$ cat config.mk
export PLATFORM = sky130hd
export DESIGN_NAME = webp_dimension_parser_flat
export DESIGN_NICKNAME = d
export VERILOG_FILES = /design/src/wdp_pkg.sv /design/src/wdp_if.sv /design/src/wdp_in_stage.sv /design/src/wdp_parse.sv /design/src/wdp_out_stage.sv /design/src/webp_dimension_parser.sv /design/src/flat_wrapper.sv
export SDC_FILE = /design/constraint.sdc
export NUM_CORES = 1
export LEC_CHECK = 0
export BUFFER_PORTS_ARGS = -buffer_cell sky130_fd_sc_hd__buf_2
export CORE_MARGIN = 5
export CORE_UTILIZATION = 32
export CTS_CLUSTER_SIZE = 25
export DETAILED_ROUTE_END_ITERATION = 6
export PLACE_DENSITY = 0.46
export SLEW_MARGIN = 10
export SYNTH_ARGS = -nofsm -noshare
export SYNTH_HDL_FRONTEND = slang
export SYNTH_SLANG_ARGS = --single-unit
export TNS_END_PERCENT = 10
$ cat constraint.sdc
create_clock -name clk -period 8.5 [get_ports clk]
set_input_delay 1.7 -clock clk [delete_from_list [all_inputs] [get_ports clk]]
set_output_delay 1.7 -clock clk [all_outputs]
set_load 0.01 [all_outputs]
$ cat src/wdp_pkg.sv
// ============================================================================
// wdp_pkg - shared types and constants of the WebP dimension parser
// Item and result types, parse phases, chunk tags and status codes.
// ============================================================================
package wdp_pkg;

    // Little-endian tags, as they build up in the 32-bit shift register
    localparam logic [31:0] TAG_RIFF = 32'h4646_4952;
    localparam logic [31:0] TAG_WEBP = 32'h5042_4557;
    localparam logic [31:0] TAG_VP8X = 32'h5838_5056;
    localparam logic [31:0] TAG_VP8  = 32'h2038_5056;
    localparam logic [31:0] TAG_VP8L = 32'h4C38_5056;

    localparam int unsigned DIM_BITS   = 14;
    localparam logic [3:0]  HDR_LAST   = 4'd11;  // last byte of the 12-byte header
    localparam logic [3:0]  TAG_LAST   = 4'd3;
    localparam logic [3:0]  SIZE_LAST  = 4'd7;

    // Result status codes
    localparam logic [1:0] ST_FOUND      = 2'd0;
    localparam logic [1:0] ST_BAD_HEADER = 2'd1;
    localparam logic [1:0] ST_NO_IMAGE   = 2'd2;
    localparam logic [1:0] ST_TRUNCATED  = 2'd3;

    // Image formats
    localparam logic [1:0] FMT_VP8X = 2'd0;
    localparam logic [1:0] FMT_VP8  = 2'd1;
    localparam logic [1:0] FMT_VP8L = 2'd2;

    typedef enum logic [2:0] {
        PH_HEADER  = 3'd0,
        PH_CHUNK   = 3'd1,
        PH_SKIP    = 3'd2,
        PH_PAYLOAD = 3'd3,
        PH_IDLE    = 3'd4
    } phase_t;

    typedef struct packed {
        logic [7:0] data_byte;
        logic       first_byte;
        logic       final_byte;
    } in_item_t;

    typedef struct packed {
        logic [1:0]  status;
        logic [24:0] image_width;
        logic [24:0] image_height;
        logic [1:0]  image_format;
    } result_t;

endpackage

$ cat src/wdp_if.sv
// ============================================================================
// wdp_byte_if / wdp_result_if - valid/ready channels of the parser
// One interface for the byte stream, one for the result items.
// ============================================================================
interface wdp_byte_if;
    logic       valid;
    logic       ready;
    logic [7:0] data_byte;
    logic       first_byte;
    logic       final_byte;

    modport source (output valid, output data_byte, output first_byte,
                    output final_byte, input ready);
    modport sink   (input valid, input data_byte, input first_byte,
                    input final_byte, output ready);
endinterface

interface wdp_result_if;
    logic        valid;
    logic        ready;
    logic [1:0]  status;
    logic [24:0] image_width;
    logic [24:0] image_height;
    logic [1:0]  image_format;

    modport source (output valid, output status, output image_width,
                    output image_height, output image_format, input ready);
    modport sink   (input valid, input status, input image_width,
                    input image_height, input image_format, output ready);
endinterface

$ cat src/wdp_in_stage.sv
// ============================================================================
// wdp_in_stage - input register
// Captures one byte transfer; frees up when the parse step consumes it.
// ============================================================================
module wdp_in_stage
(
    input  logic               clk,
    input  logic               rst_n,
    wdp_byte_if.sink           bytes,
    input  logic               advance,
    output logic               item_valid,
    output wdp_pkg::in_item_t  item
);

    logic              valid_reg;
    wdp_pkg::in_item_t item_reg;

    assign bytes.ready = !valid_reg || advance;
    assign item_valid  = valid_reg;
    assign item        = item_reg;

    always_ff @(posedge clk or negedge rst_n)
    begin
        if (!rst_n)
        begin
            valid_reg <= 1'b0;
        end
        else if (bytes.valid && bytes.ready)
        begin
            valid_reg <= 1'b1;
        end
        else if (advance)
        begin
            valid_reg <= 1'b0;
        end
    end

    always_ff @(posedge clk)
    begin
        if (bytes.valid && bytes.ready)
        begin
            item_reg.data_byte  <= bytes.data_byte;
            item_reg.first_byte <= bytes.first_byte;
            item_reg.final_byte <= bytes.final_byte;
        end
    end

endmodule

$ cat src/wdp_parse.sv
// ============================================================================
// wdp_parse - RIFF/WebP chunk walker
// Holds the parse state and advances it by one byte per step.
// ============================================================================
module wdp_parse
(
    input  logic               clk,
    input  logic               rst_n,
    input  logic               step,
    input  wdp_pkg::in_item_t  item,
    output logic               res_valid,
    output wdp_pkg::result_t   res
);

    wdp_pkg::phase_t phase_reg,       phase_next;
    logic [3:0]      byte_index_reg,  byte_index_next;
    logic [31:0]     tag_shift_reg,   tag_shift_next;
    logic [31:0]     chunk_tag_reg,   chunk_tag_next;
    logic [32:0]     skip_left_reg,   skip_left_next;
    logic [47:0]     dim_bytes_reg,   dim_bytes_next;
    logic [1:0]      format_kind_reg, format_kind_next;

    // state as seen by this byte (a start mark restarts from reset values)
    wdp_pkg::phase_t ph;
    logic [3:0]      bi;
    logic [31:0]     ts_new;
    logic [32:0]     skip_dec;
    logic [3:0]      lo, hi, lane;
    logic [31:0]     word;
    logic [7:0]      b;

    assign b = item.data_byte;

    always_comb
    begin
        ph               = item.first_byte ? wdp_pkg::PH_HEADER : phase_reg;
        bi               = item.first_byte ? 4'd0 : byte_index_reg;
        tag_shift_next   = item.first_byte ? 32'd0 : tag_shift_reg;
        chunk_tag_next   = item.first_byte ? 32'd0 : chunk_tag_reg;
        skip_left_next   = item.first_byte ? 33'd0 : skip_left_reg;
        dim_bytes_next   = item.first_byte ? 48'd0 : dim_bytes_reg;
        format_kind_next = item.first_byte ? 2'd0 : format_kind_reg;
        phase_next       = ph;
        byte_index_next  = bi;

        ts_new   = {b, tag_shift_next[31:8]};
        skip_dec = skip_left_next - 33'd1;
        word     = 32'd0;
        lo       = 4'd1;
        hi       = 4'd4;
        lane     = 4'd0;

        res_valid        = 1'b0;
        res.status       = wdp_pkg::ST_FOUND;
        res.image_width  = 25'd0;
        res.image_height = 25'd0;
        res.image_format = wdp_pkg::FMT_VP8X;

        case (ph)
            wdp_pkg::PH_HEADER:
            begin
                tag_shift_next = ts_new;
                if ((bi == wdp_pkg::TAG_LAST && ts_new != wdp_pkg::TAG_RIFF) ||
                    (bi == wdp_pkg::HDR_LAST && ts_new != wdp_pkg::TAG_WEBP))
                begin
                    res_valid  = 1'b1;
                    res.status = wdp_pkg::ST_BAD_HEADER;
                    phase_next = wdp_pkg::PH_IDLE;
                end
                else if (bi == wdp_pkg::HDR_LAST)
                begin
                    phase_next      = wdp_pkg::PH_CHUNK;
                    byte_index_next = 4'd0;
                end
                else
                begin
                    byte_index_next = bi + 4'd1;
                end
            end
            wdp_pkg::PH_CHUNK:
            begin
                tag_shift_next = ts_new;
                if (bi == wdp_pkg::TAG_LAST)
                begin
                    chunk_tag_next = ts_new;
                end
                if (bi == wdp_pkg::SIZE_LAST)
                begin
                    byte_index_next = 4'd0;
                    dim_bytes_next  = 48'd0;
                    if (chunk_tag_next == wdp_pkg::TAG_VP8X)
                    begin
                        format_kind_next = wdp_pkg::FMT_VP8X;
                        phase_next       = wdp_pkg::PH_PAYLOAD;
                    end
                    else if (chunk_tag_next == wdp_pkg::TAG_VP8)
                    begin
                        format_kind_next = wdp_pkg::FMT_VP8;
                        phase_next       = wdp_pkg::PH_PAYLOAD;
                    end
                    else if (chunk_tag_next == wdp_pkg::TAG_VP8L)
                    begin
                        format_kind_next = wdp_pkg::FMT_VP8L;
                        phase_next       = wdp_pkg::PH_PAYLOAD;
                    end
                    else
                    begin
                        // payload padded to even length
                        skip_left_next = {1'b0, ts_new} + {32'd0, ts_new[0]};
                        phase_next     = (ts_new == 32'd0) ? wdp_pkg::PH_CHUNK
                                                           : wdp_pkg::PH_SKIP;
                    end
                end
                else
                begin
                    byte_index_next = bi + 4'd1;
                end
            end
            wdp_pkg::PH_SKIP:
            begin
                skip_left_next = skip_dec;
                if (skip_dec == 33'd0)
                begin
                    phase_next      = wdp_pkg::PH_CHUNK;
                    byte_index_next = 4'd0;
                end
            end
            wdp_pkg::PH_PAYLOAD:
            begin
                case (format_kind_next)
                    wdp_pkg::FMT_VP8X:
                    begin
                        lo = 4'd4;
                        hi = 4'd9;
                    end
                    wdp_pkg::FMT_VP8:
                    begin
                        lo = 4'd6;
                        hi = 4'd9;
                    end
                    default:
                    begin
                        lo = 4'd1;
                        hi = 4'd4;
                    end
                endcase
                lane = bi - lo;
                if (bi >= lo && bi <= hi)
                begin
                    for (int k = 0; k < 6; k++)
                    begin
                        if (lane == 4'(k))
                        begin
                            dim_bytes_next[8*k +: 8] = b;
                        end
                    end
                end
                word = dim_bytes_next[31:0];
                if (bi >= hi)
                begin
                    res_valid        = 1'b1;
                    res.status       = wdp_pkg::ST_FOUND;
                    res.image_format = format_kind_next;
                    case (format_kind_next)
                        wdp_pkg::FMT_VP8X:
                        begin
                            res.image_width  = {1'b0, dim_bytes_next[23:0]} + 25'd1;
                            res.image_height = {1'b0, dim_bytes_next[47:24]} + 25'd1;
                        end
                        wdp_pkg::FMT_VP8:
                        begin
                            res.image_width  = 25'(word[13:0]);
                            res.image_height = 25'(word[29:16]);
                        end
                        default:
                        begin
                            res.image_width  = 25'(word[13:0]) + 25'd1;
                            res.image_height = 25'(word[2*wdp_pkg::DIM_BITS-1:
                                                        wdp_pkg::DIM_BITS]) + 25'd1;
                        end
                    endcase
                    phase_next = wdp_pkg::PH_IDLE;
                end
                else
                begin
                    byte_index_next = bi + 4'd1;
                end
            end
            default:
            begin
            end
        endcase

        // end of file before a result: error by where the walk stopped
        if (item.final_byte && !res_valid && phase_next != wdp_pkg::PH_IDLE)
        begin
            res_valid = 1'b1;
            if (phase_next == wdp_pkg::PH_HEADER)
            begin
                res.status = wdp_pkg::ST_BAD_HEADER;
            end
            else if (phase_next == wdp_pkg::PH_PAYLOAD)
            begin
                res.status = wdp_pkg::ST_TRUNCATED;
            end
            else
            begin
                res.status = wdp_pkg::ST_NO_IMAGE;
            end
        end
        if (item.final_byte)
        begin
            phase_next = wdp_pkg::PH_IDLE;
        end
    end

    always_ff @(posedge clk or negedge rst_n)
    begin
        if (!rst_n)
        begin
            phase_reg       <= wdp_pkg::PH_HEADER;
            byte_index_reg  <= 4'd0;
            tag_shift_reg   <= 32'd0;
            chunk_tag_reg   <= 32'd0;
            skip_left_reg   <= 33'd0;
            dim_bytes_reg   <= 48'd0;
            format_kind_reg <= 2'd0;
        end
        else if (step)
        begin
            phase_reg       <= phase_next;
            byte_index_reg  <= byte_index_next;
            tag_shift_reg   <= tag_shift_next;
            chunk_tag_reg   <= chunk_tag_next;
            skip_left_reg   <= skip_left_next;
            dim_bytes_reg   <= dim_bytes_next;
            format_kind_reg <= format_kind_next;
        end
    end

endmodule

$ cat src/wdp_out_stage.sv
// ============================================================================
// wdp_out_stage - result register
// Holds one result until its transfer completes.
// ============================================================================
module wdp_out_stage
(
    input  logic               clk,
    input  logic               rst_n,
    input  logic               load,
    input  wdp_pkg::result_t   res,
    output logic               free,
    wdp_result_if.source       result
);

    logic             valid_reg;
    wdp_pkg::result_t res_reg;

    assign free                = !valid_reg || result.ready;
    assign result.valid        = valid_reg;
    assign result.status       = res_reg.status;
    assign result.image_width  = res_reg.image_width;
    assign result.image_height = res_reg.image_height;
    assign result.image_format = res_reg.image_format;

    always_ff @(posedge clk or negedge rst_n)
    begin
        if (!rst_n)
        begin
            valid_reg <= 1'b0;
        end
        else if (free)
        begin
            valid_reg <= load;
        end
    end

    always_ff @(posedge clk)
    begin
        if (free && load)
        begin
            res_reg <= res;
        end
    end

endmodule

$ cat src/webp_dimension_parser.sv
// ============================================================================
// webp_dimension_parser - WebP canvas size and format extractor
// Checks the RIFF/WEBP header, walks the chunk list and reports the canvas
// size of the first VP8X, VP8 or VP8L chunk, or why none was found.
// ============================================================================
//
//  Channel  Dir  Payload                                          Handshake
//  -------  ---  -----------------------------------------------  ----------
//  bytes    in   data_byte[7:0], first_byte, final_byte           valid/ready
//  result   out  status[1:0], image_width[24:0],                  valid/ready
//                image_height[24:0], image_format[1:0]
//
//  One byte per clock sustained while no result is held back. Input register
//  -> parse step -> result register: result.valid rises when the result
//  register takes the outcome of the byte held in the input register.
//  The parse step is a short compare / 33-bit decrement / 25-bit add path.
//  Reset (rst_n low, async) puts the parser at byte 0 and empties both regs.
//  A held result with result.ready low stops the parse step; bytes.ready
//  falls once the input register is full.
//
module webp_dimension_parser
(
    input  logic          clk,
    input  logic          rst_n,
    wdp_byte_if.sink      bytes,
    wdp_result_if.source  result
);

    logic              item_valid;
    wdp_pkg::in_item_t item;
    logic              out_free;
    logic              advance;
    logic              res_valid;
    wdp_pkg::result_t  res;

    // a held byte is consumed only when the result register can take the
    // outcome, so no result is ever dropped
    assign advance = item_valid && out_free;

    wdp_in_stage u_in_stage
    (
        .clk        (clk),
        .rst_n      (rst_n),
        .bytes      (bytes),
        .advance    (advance),
        .item_valid (item_valid),
        .item       (item)
    );

    wdp_parse u_parse
    (
        .clk       (clk),
        .rst_n     (rst_n),
        .step      (advance),
        .item      (item),
        .res_valid (res_valid),
        .res       (res)
    );

    wdp_out_stage u_out_stage
    (
        .clk    (clk),
        .rst_n  (rst_n),
        .load   (advance && res_valid),
        .res    (res),
        .free   (out_free),
        .result (result)
    );

endmodule
$ cat src/flat_wrapper.sv
// flat-port wrapper written by rule: the top's interface ports become plain ports
module webp_dimension_parser_flat 
  (clk, rst_n, bytes_valid, bytes_data_byte, bytes_first_byte, bytes_final_byte, bytes_ready, result_valid, result_status, result_image_width, result_image_height, result_image_format, result_ready);
  wdp_byte_if bytes_i ();
  wdp_result_if result_i ();
  input  logic clk;
  input  logic rst_n;
  input wire logic [$bits(bytes_i.valid)-1:0] bytes_valid;
  input wire logic [$bits(bytes_i.data_byte)-1:0] bytes_data_byte;
  input wire logic [$bits(bytes_i.first_byte)-1:0] bytes_first_byte;
  input wire logic [$bits(bytes_i.final_byte)-1:0] bytes_final_byte;
  output wire logic [$bits(bytes_i.ready)-1:0] bytes_ready;
  output wire logic [$bits(result_i.valid)-1:0] result_valid;
  output wire logic [$bits(result_i.status)-1:0] result_status;
  output wire logic [$bits(result_i.image_width)-1:0] result_image_width;
  output wire logic [$bits(result_i.image_height)-1:0] result_image_height;
  output wire logic [$bits(result_i.image_format)-1:0] result_image_format;
  input wire logic [$bits(result_i.ready)-1:0] result_ready;
  assign bytes_i.valid = bytes_valid;
  assign bytes_i.data_byte = bytes_data_byte;
  assign bytes_i.first_byte = bytes_first_byte;
  assign bytes_i.final_byte = bytes_final_byte;
  assign bytes_ready = bytes_i.ready;
  assign result_valid = result_i.valid;
  assign result_status = result_i.status;
  assign result_image_width = result_i.image_width;
  assign result_image_height = result_i.image_height;
  assign result_image_format = result_i.image_format;
  assign result_i.ready = result_ready;
  webp_dimension_parser u_core (.clk(clk), .rst_n(rst_n), .bytes(bytes_i), .result(result_i));
endmodule
# Word level (Yosys, flattened, before mapping)
# Index checks and enable logic that the tools add are counted.
dict set report totals {
  register_bits 212
  input_bits 14
  out_inout_bits 56
  elab_cells 135
}
dict set report op_classes {
  n_addsub 8
  magnitude_cmp 3
  n_eq_ne 19
  mux 64
  n_reduce_logical 25
}
# cell n
set ops {}
lappend ops {{$mux 32} 6}
lappend ops {{$mux 48} 4}
lappend ops {{$mux 33} 5}
lappend ops {{$pmux 50 s2} 1}
lappend ops {{$pmux 48 s2} 1}
lappend ops {{$pmux 33 s2} 1}
lappend ops {{$eq 32x31->1 const B} 2}
lappend ops {{$ne 32x31->1 const B} 2}
lappend ops {{$add 24x1->25 const B} 2}
lappend ops {{$mux 8} 6}
lappend ops {{$mux 4} 9}
lappend ops {{$add 32x1->33} 1}
lappend ops {{$logic_not 33->1} 1}
lappend ops {{$sub 33x1->33 const B} 1}
lappend ops {{$eq 32x30->1 const B} 1}
lappend ops {{$logic_not 32->1} 1}
lappend ops {{$add 14x1->15 const B} 2}
lappend ops {{$mux 2} 12}
lappend ops {{$mux 3} 7}
lappend ops {{$pmux 4 s4} 1}
lappend ops {{$eq 4x2->1 const B} 3}
lappend ops {{$eq 4x3->1 const B} 3}
lappend ops {{$pmux 3 s4} 1}
lappend ops {{$eq 3x2->1 const B} 3}
lappend ops {{22 further kinds} 43}

# Depth between registers and ports, before layout
dict set report depth {
  ltp_word 15
  depth_mapped 24
  mapped_depth_nobuf 19
}

# By module
# A second synthesis with hierarchy kept.
dict set report hier_totals {
  hier_cells 1630
  hier_area_um2 14212.4
}
# mod instances cells_per_inst area_per_inst_um2 seq_area_each_um2
set modules_own_cells {}
lappend modules_own_cells {wdp_parse 1 1556 12170.4 3653.5}
lappend modules_own_cells {wdp_out_stage 1 58 1675.4 1646.6}
lappend modules_own_cells {wdp_in_stage 1 14 354.1 325.3}
lappend modules_own_cells {webp_dimension_parser 1 2 12.5 0.0}

# Worst setup path before layout
# No wires, ideal clock.
dict set report synth_path {
  path_type {register -> register}
  from {reg u_core.u_in_stage.item_reg (netlist bit u_core.u_in_stage.item[1])}
  to {reg u_core.u_out_stage.res_reg (netlist bit u_core.u_out_stage.result.image_height[10]), data pin}
  setup_time_ps 273
  arrival_time_ps 5541
  required_time_ps 8227
  setup_slack_ps 2686
  path_stages_with_launch 24
  path_buffers 7
  period_less_slack_ps 5814
  cell_sequence {edfxtp_1 clkbuf_1 clkbuf_1 clkbuf_1 clkbuf_1 nor2b_1 clkbuf_1 inv_1 ha_1 buf_2 nor3b_1 or4_1 and3_1 nand4_2 clkbuf_1 a31oi_1 inv_1 ha_1 inv_1 or3_1 mux2i_1 or3b_2 xnor2_1 o221ai_1}
}
dict set report synth_between {
  elab_chain_cells 11
  word_cells_on_any_way 31
  cone_classes {add/sub: 3; order compare: 3; eq/ne: 6; mux: 15; reduce/logical: 4}
}
# item line_no
set synth_lines {}
lappend synth_lines {{from (decl)} wdp_in_stage.sv:16} ;# wdp_pkg::in_item_t item_reg;
lappend synth_lines {{$mux 2} wdp_parse.sv:42} ;# format_kind_next = item.first_byte ? 2'd0 : format_kind_reg;
lappend synth_lines {{$eq 2x1->1 / $logic_not 2->1 (equally long branches)} {wdp_parse.sv:130, wdp_parse.sv:164}}
lappend synth_lines {{$pmux 3 s2 / $reduce_or 2->1 (equally long branches)} -}
lappend synth_lines {{$mux 4 (on tied branches)} {wdp_parse.sv:59, wdp_parse.sv:130}}
lappend synth_lines {{$sub 4x4->4 / $mux 4 (equally long branches)} {wdp_parse.sv:147, wdp_parse.sv:59}}
lappend synth_lines {{$eq 4x2->1 (tied with other cells)} wdp_parse.sv:152} ;# if (lane == 4'(k))
lappend synth_lines {{$mux 8 / $logic_and 1x1->1 (equally long branches)} {wdp_parse.sv:152, wdp_parse.sv:148}}
lappend synth_lines {{$mux 48} wdp_parse.sv:148} ;# if (bi >= lo && bi <= hi)
lappend synth_lines {{$mux 48} wdp_parse.sv:59} ;# case (ph)
lappend synth_lines {{$add 24x1->25 / $add 14x1->15 (equally long branches)} {wdp_parse.sv:168, wdp_parse.sv:179}}
lappend synth_lines {{$pmux 50 s2} wdp_parse.sv:164} ;# case (format_kind_next)
lappend synth_lines {{to (signal assigned)} wdp_out_stage.sv:41} ;# res_reg <= res;
lappend synth_lines {{to (decl)} wdp_out_stage.sv:16} ;# wdp_pkg::result_t res_reg;
# Parallel ways exist; a longest one is shown, timed or not. The select of a mux whose other input is x is not followed.
# A chain may end at the register's enable or synchronous reset.

# Worst setup path in the final report
dict set report layout_path {
  from {reg u_core.u_parse.format_kind_reg[1]}
  to {reg u_core.u_out_stage.res_reg (netlist bit u_core.u_out_stage.result.image_height[10]), data pin}
}
dict set report layout_between {
  elab_chain_cells 11
  word_cells_on_any_way 27
  cone_classes {add/sub: 3; order compare: 3; eq/ne: 5; mux: 12; reduce/logical: 4}
}
# item line_no
set layout_lines {}
lappend layout_lines {{from (decl)} wdp_parse.sv:21} ;# logic [1:0] format_kind_reg, format_kind_next;
lappend layout_lines {{from (signal assigned)} wdp_parse.sv:237} ;# format_kind_reg <= format_kind_next;
lappend layout_lines {{$mux 2 *} wdp_parse.sv:42}
lappend layout_lines {{$eq 2x1->1 / $logic_not 2->1 (equally long branches)} {wdp_parse.sv:130, wdp_parse.sv:164}}
lappend layout_lines {{$pmux 3 s2 / $reduce_or 2->1 (equally long branches)} -}
lappend layout_lines {{$mux 4 (on tied branches)} {wdp_parse.sv:59, wdp_parse.sv:130}}
lappend layout_lines {{$sub 4x4->4 / $mux 4 (equally long branches)} {wdp_parse.sv:147, wdp_parse.sv:59}}
lappend layout_lines {{$eq 4x2->1 (tied with other cells)} wdp_parse.sv:152}
lappend layout_lines {{$mux 8 / $logic_and 1x1->1 (equally long branches)} {wdp_parse.sv:152, wdp_parse.sv:148}}
lappend layout_lines {{$mux 48} wdp_parse.sv:148}
lappend layout_lines {{$mux 48} wdp_parse.sv:59}
lappend layout_lines {{$add 24x1->25 / $add 14x1->15 (equally long branches)} {wdp_parse.sv:168, wdp_parse.sv:179}}
lappend layout_lines {{$pmux 50 s2} wdp_parse.sv:164}
# Mark *: on every way between the ends. The rest lies on a longest branch, timed or not. The select of a mux whose other input is x is not followed.

==> run_results.csv <==
group,metric,value,unit
run_status,status,"completed",
global_routing,grt_max_degree,142,
worst_hold_path,hp-start,"u_core.u_parse.dim_bytes_reg[46]",
clock_tree,cts-root-buf,"clkbuf_16",
clock_tree,cts_tree,"done",
drt,first_iter_violations,1338,
sta,finalSetupViolCount,0,
global_routing,grt_pass1_vias,13200,
clock_tree,clock_path_buffers,3,
worst_setup_path,r2r_end,"u_core.u_out_stage.result.image_height[10]",
logic_synthesis,synth_cells,1653,
logic_synthesis,syn-mean-instance-area,8.68,um2
layout,largest_register_ffs,48,
worst_setup_path,worst-path-max-fanout,17,
worst_setup_path,reg2reg_depth,15,
layout,fillers,4533,
global_routing,antenna_found_initial,1,
worst_hold_path,holdPathStages,2,
sta,grt_setup_unrepaired,"false",
logic_synthesis,mappedNetlistNets,1683,
drt,via_count,13700,
power,switchingPower,1.13,mW
sta,period_share,75.6,%
sta,fin_ws,2070,ps
power,power_frac_clock,38.5,%
floorplan,core_area,44300,um2
global_routing,globalRouteOverflowTotal,0,
sta,maxSlewHeadroom,19.3,%
layout,stdcell_count,2276,
global_routing,grt_use_total,21.6,%
clock_tree,clk_pin_slew,60,ps
clock_tree,numCtsBuffers,27,
drt,via_per_inst,6.00,
sta,tightest_slew,1210,ps
power,p_total,3.32,mW
logic_synthesis,synth_area_leaders,"dfrtp_1 (26%), edfxtp_1 (13%), nand2_1 (4.7%)",
logic_synthesis,seq_area_frac_synth,39.2,%
floorplan,dieHeight,222,um
logic_synthesis,postSynth.asyncResetShare,69.8,%
clock_tree,cts_sinks,212,
power,p_sw_share,34.0,%
logic_synthesis,synth_seq_cells,212,
sta,period_minus_slack,6430,ps
floorplan,rows,77,
logic_synthesis,synth_edf_count,64,
worst_setup_path,crit_family,"simple AND/OR/NAND/NOR gates",
worst_hold_path,holdCritPathClass,"flip-flop to flip-flop",
sta,drv_slew,0,
power,internal_power,2.19,mW
flow_run,max-cap-violations,0,
drt,firstDrtPassIters,5,
floorplan,fp.dieW,222,um
power,pwr-share-comb,21.2,%
worst_setup_path,critPathRequiredTime,8790,ps
global_routing,grt_pass1_wl,85000,um
worst_setup_path,cp_slowest_cell,"nor2b_1",
logic_synthesis,yosysWarningCount,0,
layout,layout-drive-gt1-share,12.5,%
drt,wl_per_cell,24.3,um
logic_synthesis,synth.top_cell.area_share,25.8,%
power,p_per_area,205,nW/um2
worst_setup_path,worst-endpoint-arrival,6720,ps
worst_setup_path,path_class,"flip-flop to flip-flop",
sta,fmax,156,MHz
sta,fin_setup_tns,0,ps
worst_setup_path,end_kind,"flip-flop",
worst_setup_path,worstPathCellList,"nor2b_1, inv_1, ha_1, nor3b_1, o31ai_1, and3_1, nand4_2, mux2_2, ha_1, inv_1, or3_1, mux2i_1, or3b_2, xnor2_1, o221ai_1",
clock_tree,post_cts_resized,0,
worst_setup_path,worstSetupStartpointType,"flip-flop",
layout,area_growth,12.8,%
clock_tree,cts_setup_buffers,0,
floorplan,boundaryPins,70,
layout,final_net_count,1693,
place,place_ws,2180,ps
clock_tree,ctsHoldBuffers,0,
power,pwr-share-seq,40.3,%
logic_synthesis,synth_largest_area_cell,"dfrtp_1",
clock_tree,worst_skew_pair.late_latency,570,ps
drt,antenna_left,0,
logic_synthesis,ys_types,87,
worst_setup_path,critical_path.max_stage_delay,720,ps
sta,hold_violations,0,
place,place_hpwl,37500,um
worst_hold_path,min_to,"u_core.u_parse.dim_bytes_reg[46]",
worst_setup_path,path_buf_inv,2,
worst_setup_path,rrSetupSlack,2070,ps
logic_synthesis,syn_area,14400,um2
place,port_buffers,69,
drt,drc,0,
place,gp_congestion,0.914,
logic_synthesis,synth_top_flop_cell,"dfrtp_1",
power,p_leak,6.30,nW
floorplan,initial_core_util,32.4,%
sta,finalClockSkew,11.8,ps
drt,drt-total-wl,55200,um
worst_setup_path,r2r_start,"u_core.u_parse.format_kind_reg[1]",
place,dpl.cell_count,2226,
power,peakVddDrop,160,uV
floorplan,dieArea,49200,um2
clock_tree,h-tree-depth,1,
## worst max path at each step
| stage | slack [ps] | from | end | depth (start not counted) |
|---|---|---|---|---|
| after floorplan | 2690 | u_core.u_in_stage.item[1] | u_core.u_out_stage.result.image_height[10] | 23 |
| after global placement | 2390 | u_core.u_parse.format_kind_reg[1] | u_core.u_out_stage.result.image_height[10] | 15 |
| after detailed placement | 2180 | u_core.u_parse.format_kind_reg[1] | u_core.u_out_stage.result.image_height[10] | 15 |
| after CTS | 2170 | u_core.u_parse.format_kind_reg[1] | u_core.u_out_stage.result.image_height[10] | 15 |
| after global routing | 1630 | u_core.u_parse.format_kind_reg[1] | u_core.u_out_stage.result.image_height[10] | 17 |
| final | 2070 | u_core.u_parse.format_kind_reg[1] | u_core.u_out_stage.result.image_height[10] | 15 |
## per-layer routing
layer / up-vias / part of all wire (%) / track usage [%]
li1: 6261 / - / -
met1: 6814 / 47 / 32.0
met2: 504 / 44 / 33.1
met3: 74 / 6.9 / 3.67
met4: 0 / 2.2 / 5.23
met5: - / 0 / 0
## power by group through the flow
stage          registers [mW]  clock network [mW]  logic [mW]
4_1_cts                  1.33                1.31       0.699
3_5_place_dp             1.35                   0       0.696
5_1_grt                  1.35                1.35       0.773
6_report                 1.34                1.28       0.704
3_3_place_gp             1.35                   0       0.698
2_1_floorplan            1.24                   0       0.514
## worst reg2reg max path: stages (launching register included)
cell and delay [ps]:
dfrtp_1 540, nor2b_1 720, inv_1 390, ha_1 530, nor3b_1 100, o31ai_1 540, and3_1 300, nand4_2 440
mux2_2 470, ha_1 280, inv_1 110, or3_1 380, mux2i_1 500, or3b_2 570, xnor2_1 170, o221ai_1 130
## cells by family (layout without fill, tap and decap cells)
family	Yosys count	after routing	synth area share [%]
AND/OR/NAND/NOR	689	689	25.4
AO/OA/AOI/OAI	460	460	21.8
flip-flops	212	212	39.2
buffers and inverters	161	191	4.32
multiplexers	66	66	4.83
XOR/XNOR	49	49	2.99
adder cells (fa/ha/maj)	16	16	1.45
other	0	1	0
## Yosys cell counts, types with 21 or more instances
cell        n
a31oi_1    38
clkbuf_1  101
o21ai_0   135
mux2_2     26
nor3_1     56
nand2_1   181
nand3_1    60
nand2b_1   21
nor4_1     35
xnor2_1    30
mux2i_1    40
a21oi_1    48
and3_1     23
a22oi_1    30
nand4_1    48
dfrtp_1   148
inv_1      44
edfxtp_1   64
a22o_1     33
nor2_1    112
nor2b_1    46
## final cells by class
cell class	count	area, um2	area share, %
clock buffers	37	753	4.65
clock inverters	12	214	1.32
repair buffers	97	574	3.55
inverters	45	169	1.04
flip-flops and latches	212	5630	34.7
multi-input cells	1280	8110	50.1
diodes	1	2.50	0.0155
well taps	592	741	4.57
## cells in the final DEF (no fill, tap or decap), drive strengths merged, types with 40 or more instances in the layout
cell / n
nand4: 51
nor2: 112
nand3: 60
nor2b: 46
nand2: 181
nor4: 40
a21oi: 50
o21ai: 140
buf: 97
dfrtp: 148
mux2i: 40
edfxtp: 64
inv: 46
nor3: 57
## stage by stage
stage | hold slack [ps] | utilization [%] | cell area [um2]
CTS | 480 | 36.5 | 16200
finish | 475 | 36.5 | 16200
global placement | 457 | 34.3 | 15200
floorplan | 442 | - | 14400
global route | 509 | 36.5 | 16200
detailed placement | 466 | 34.3 | 15200
(Power assumes the default switching activity.)
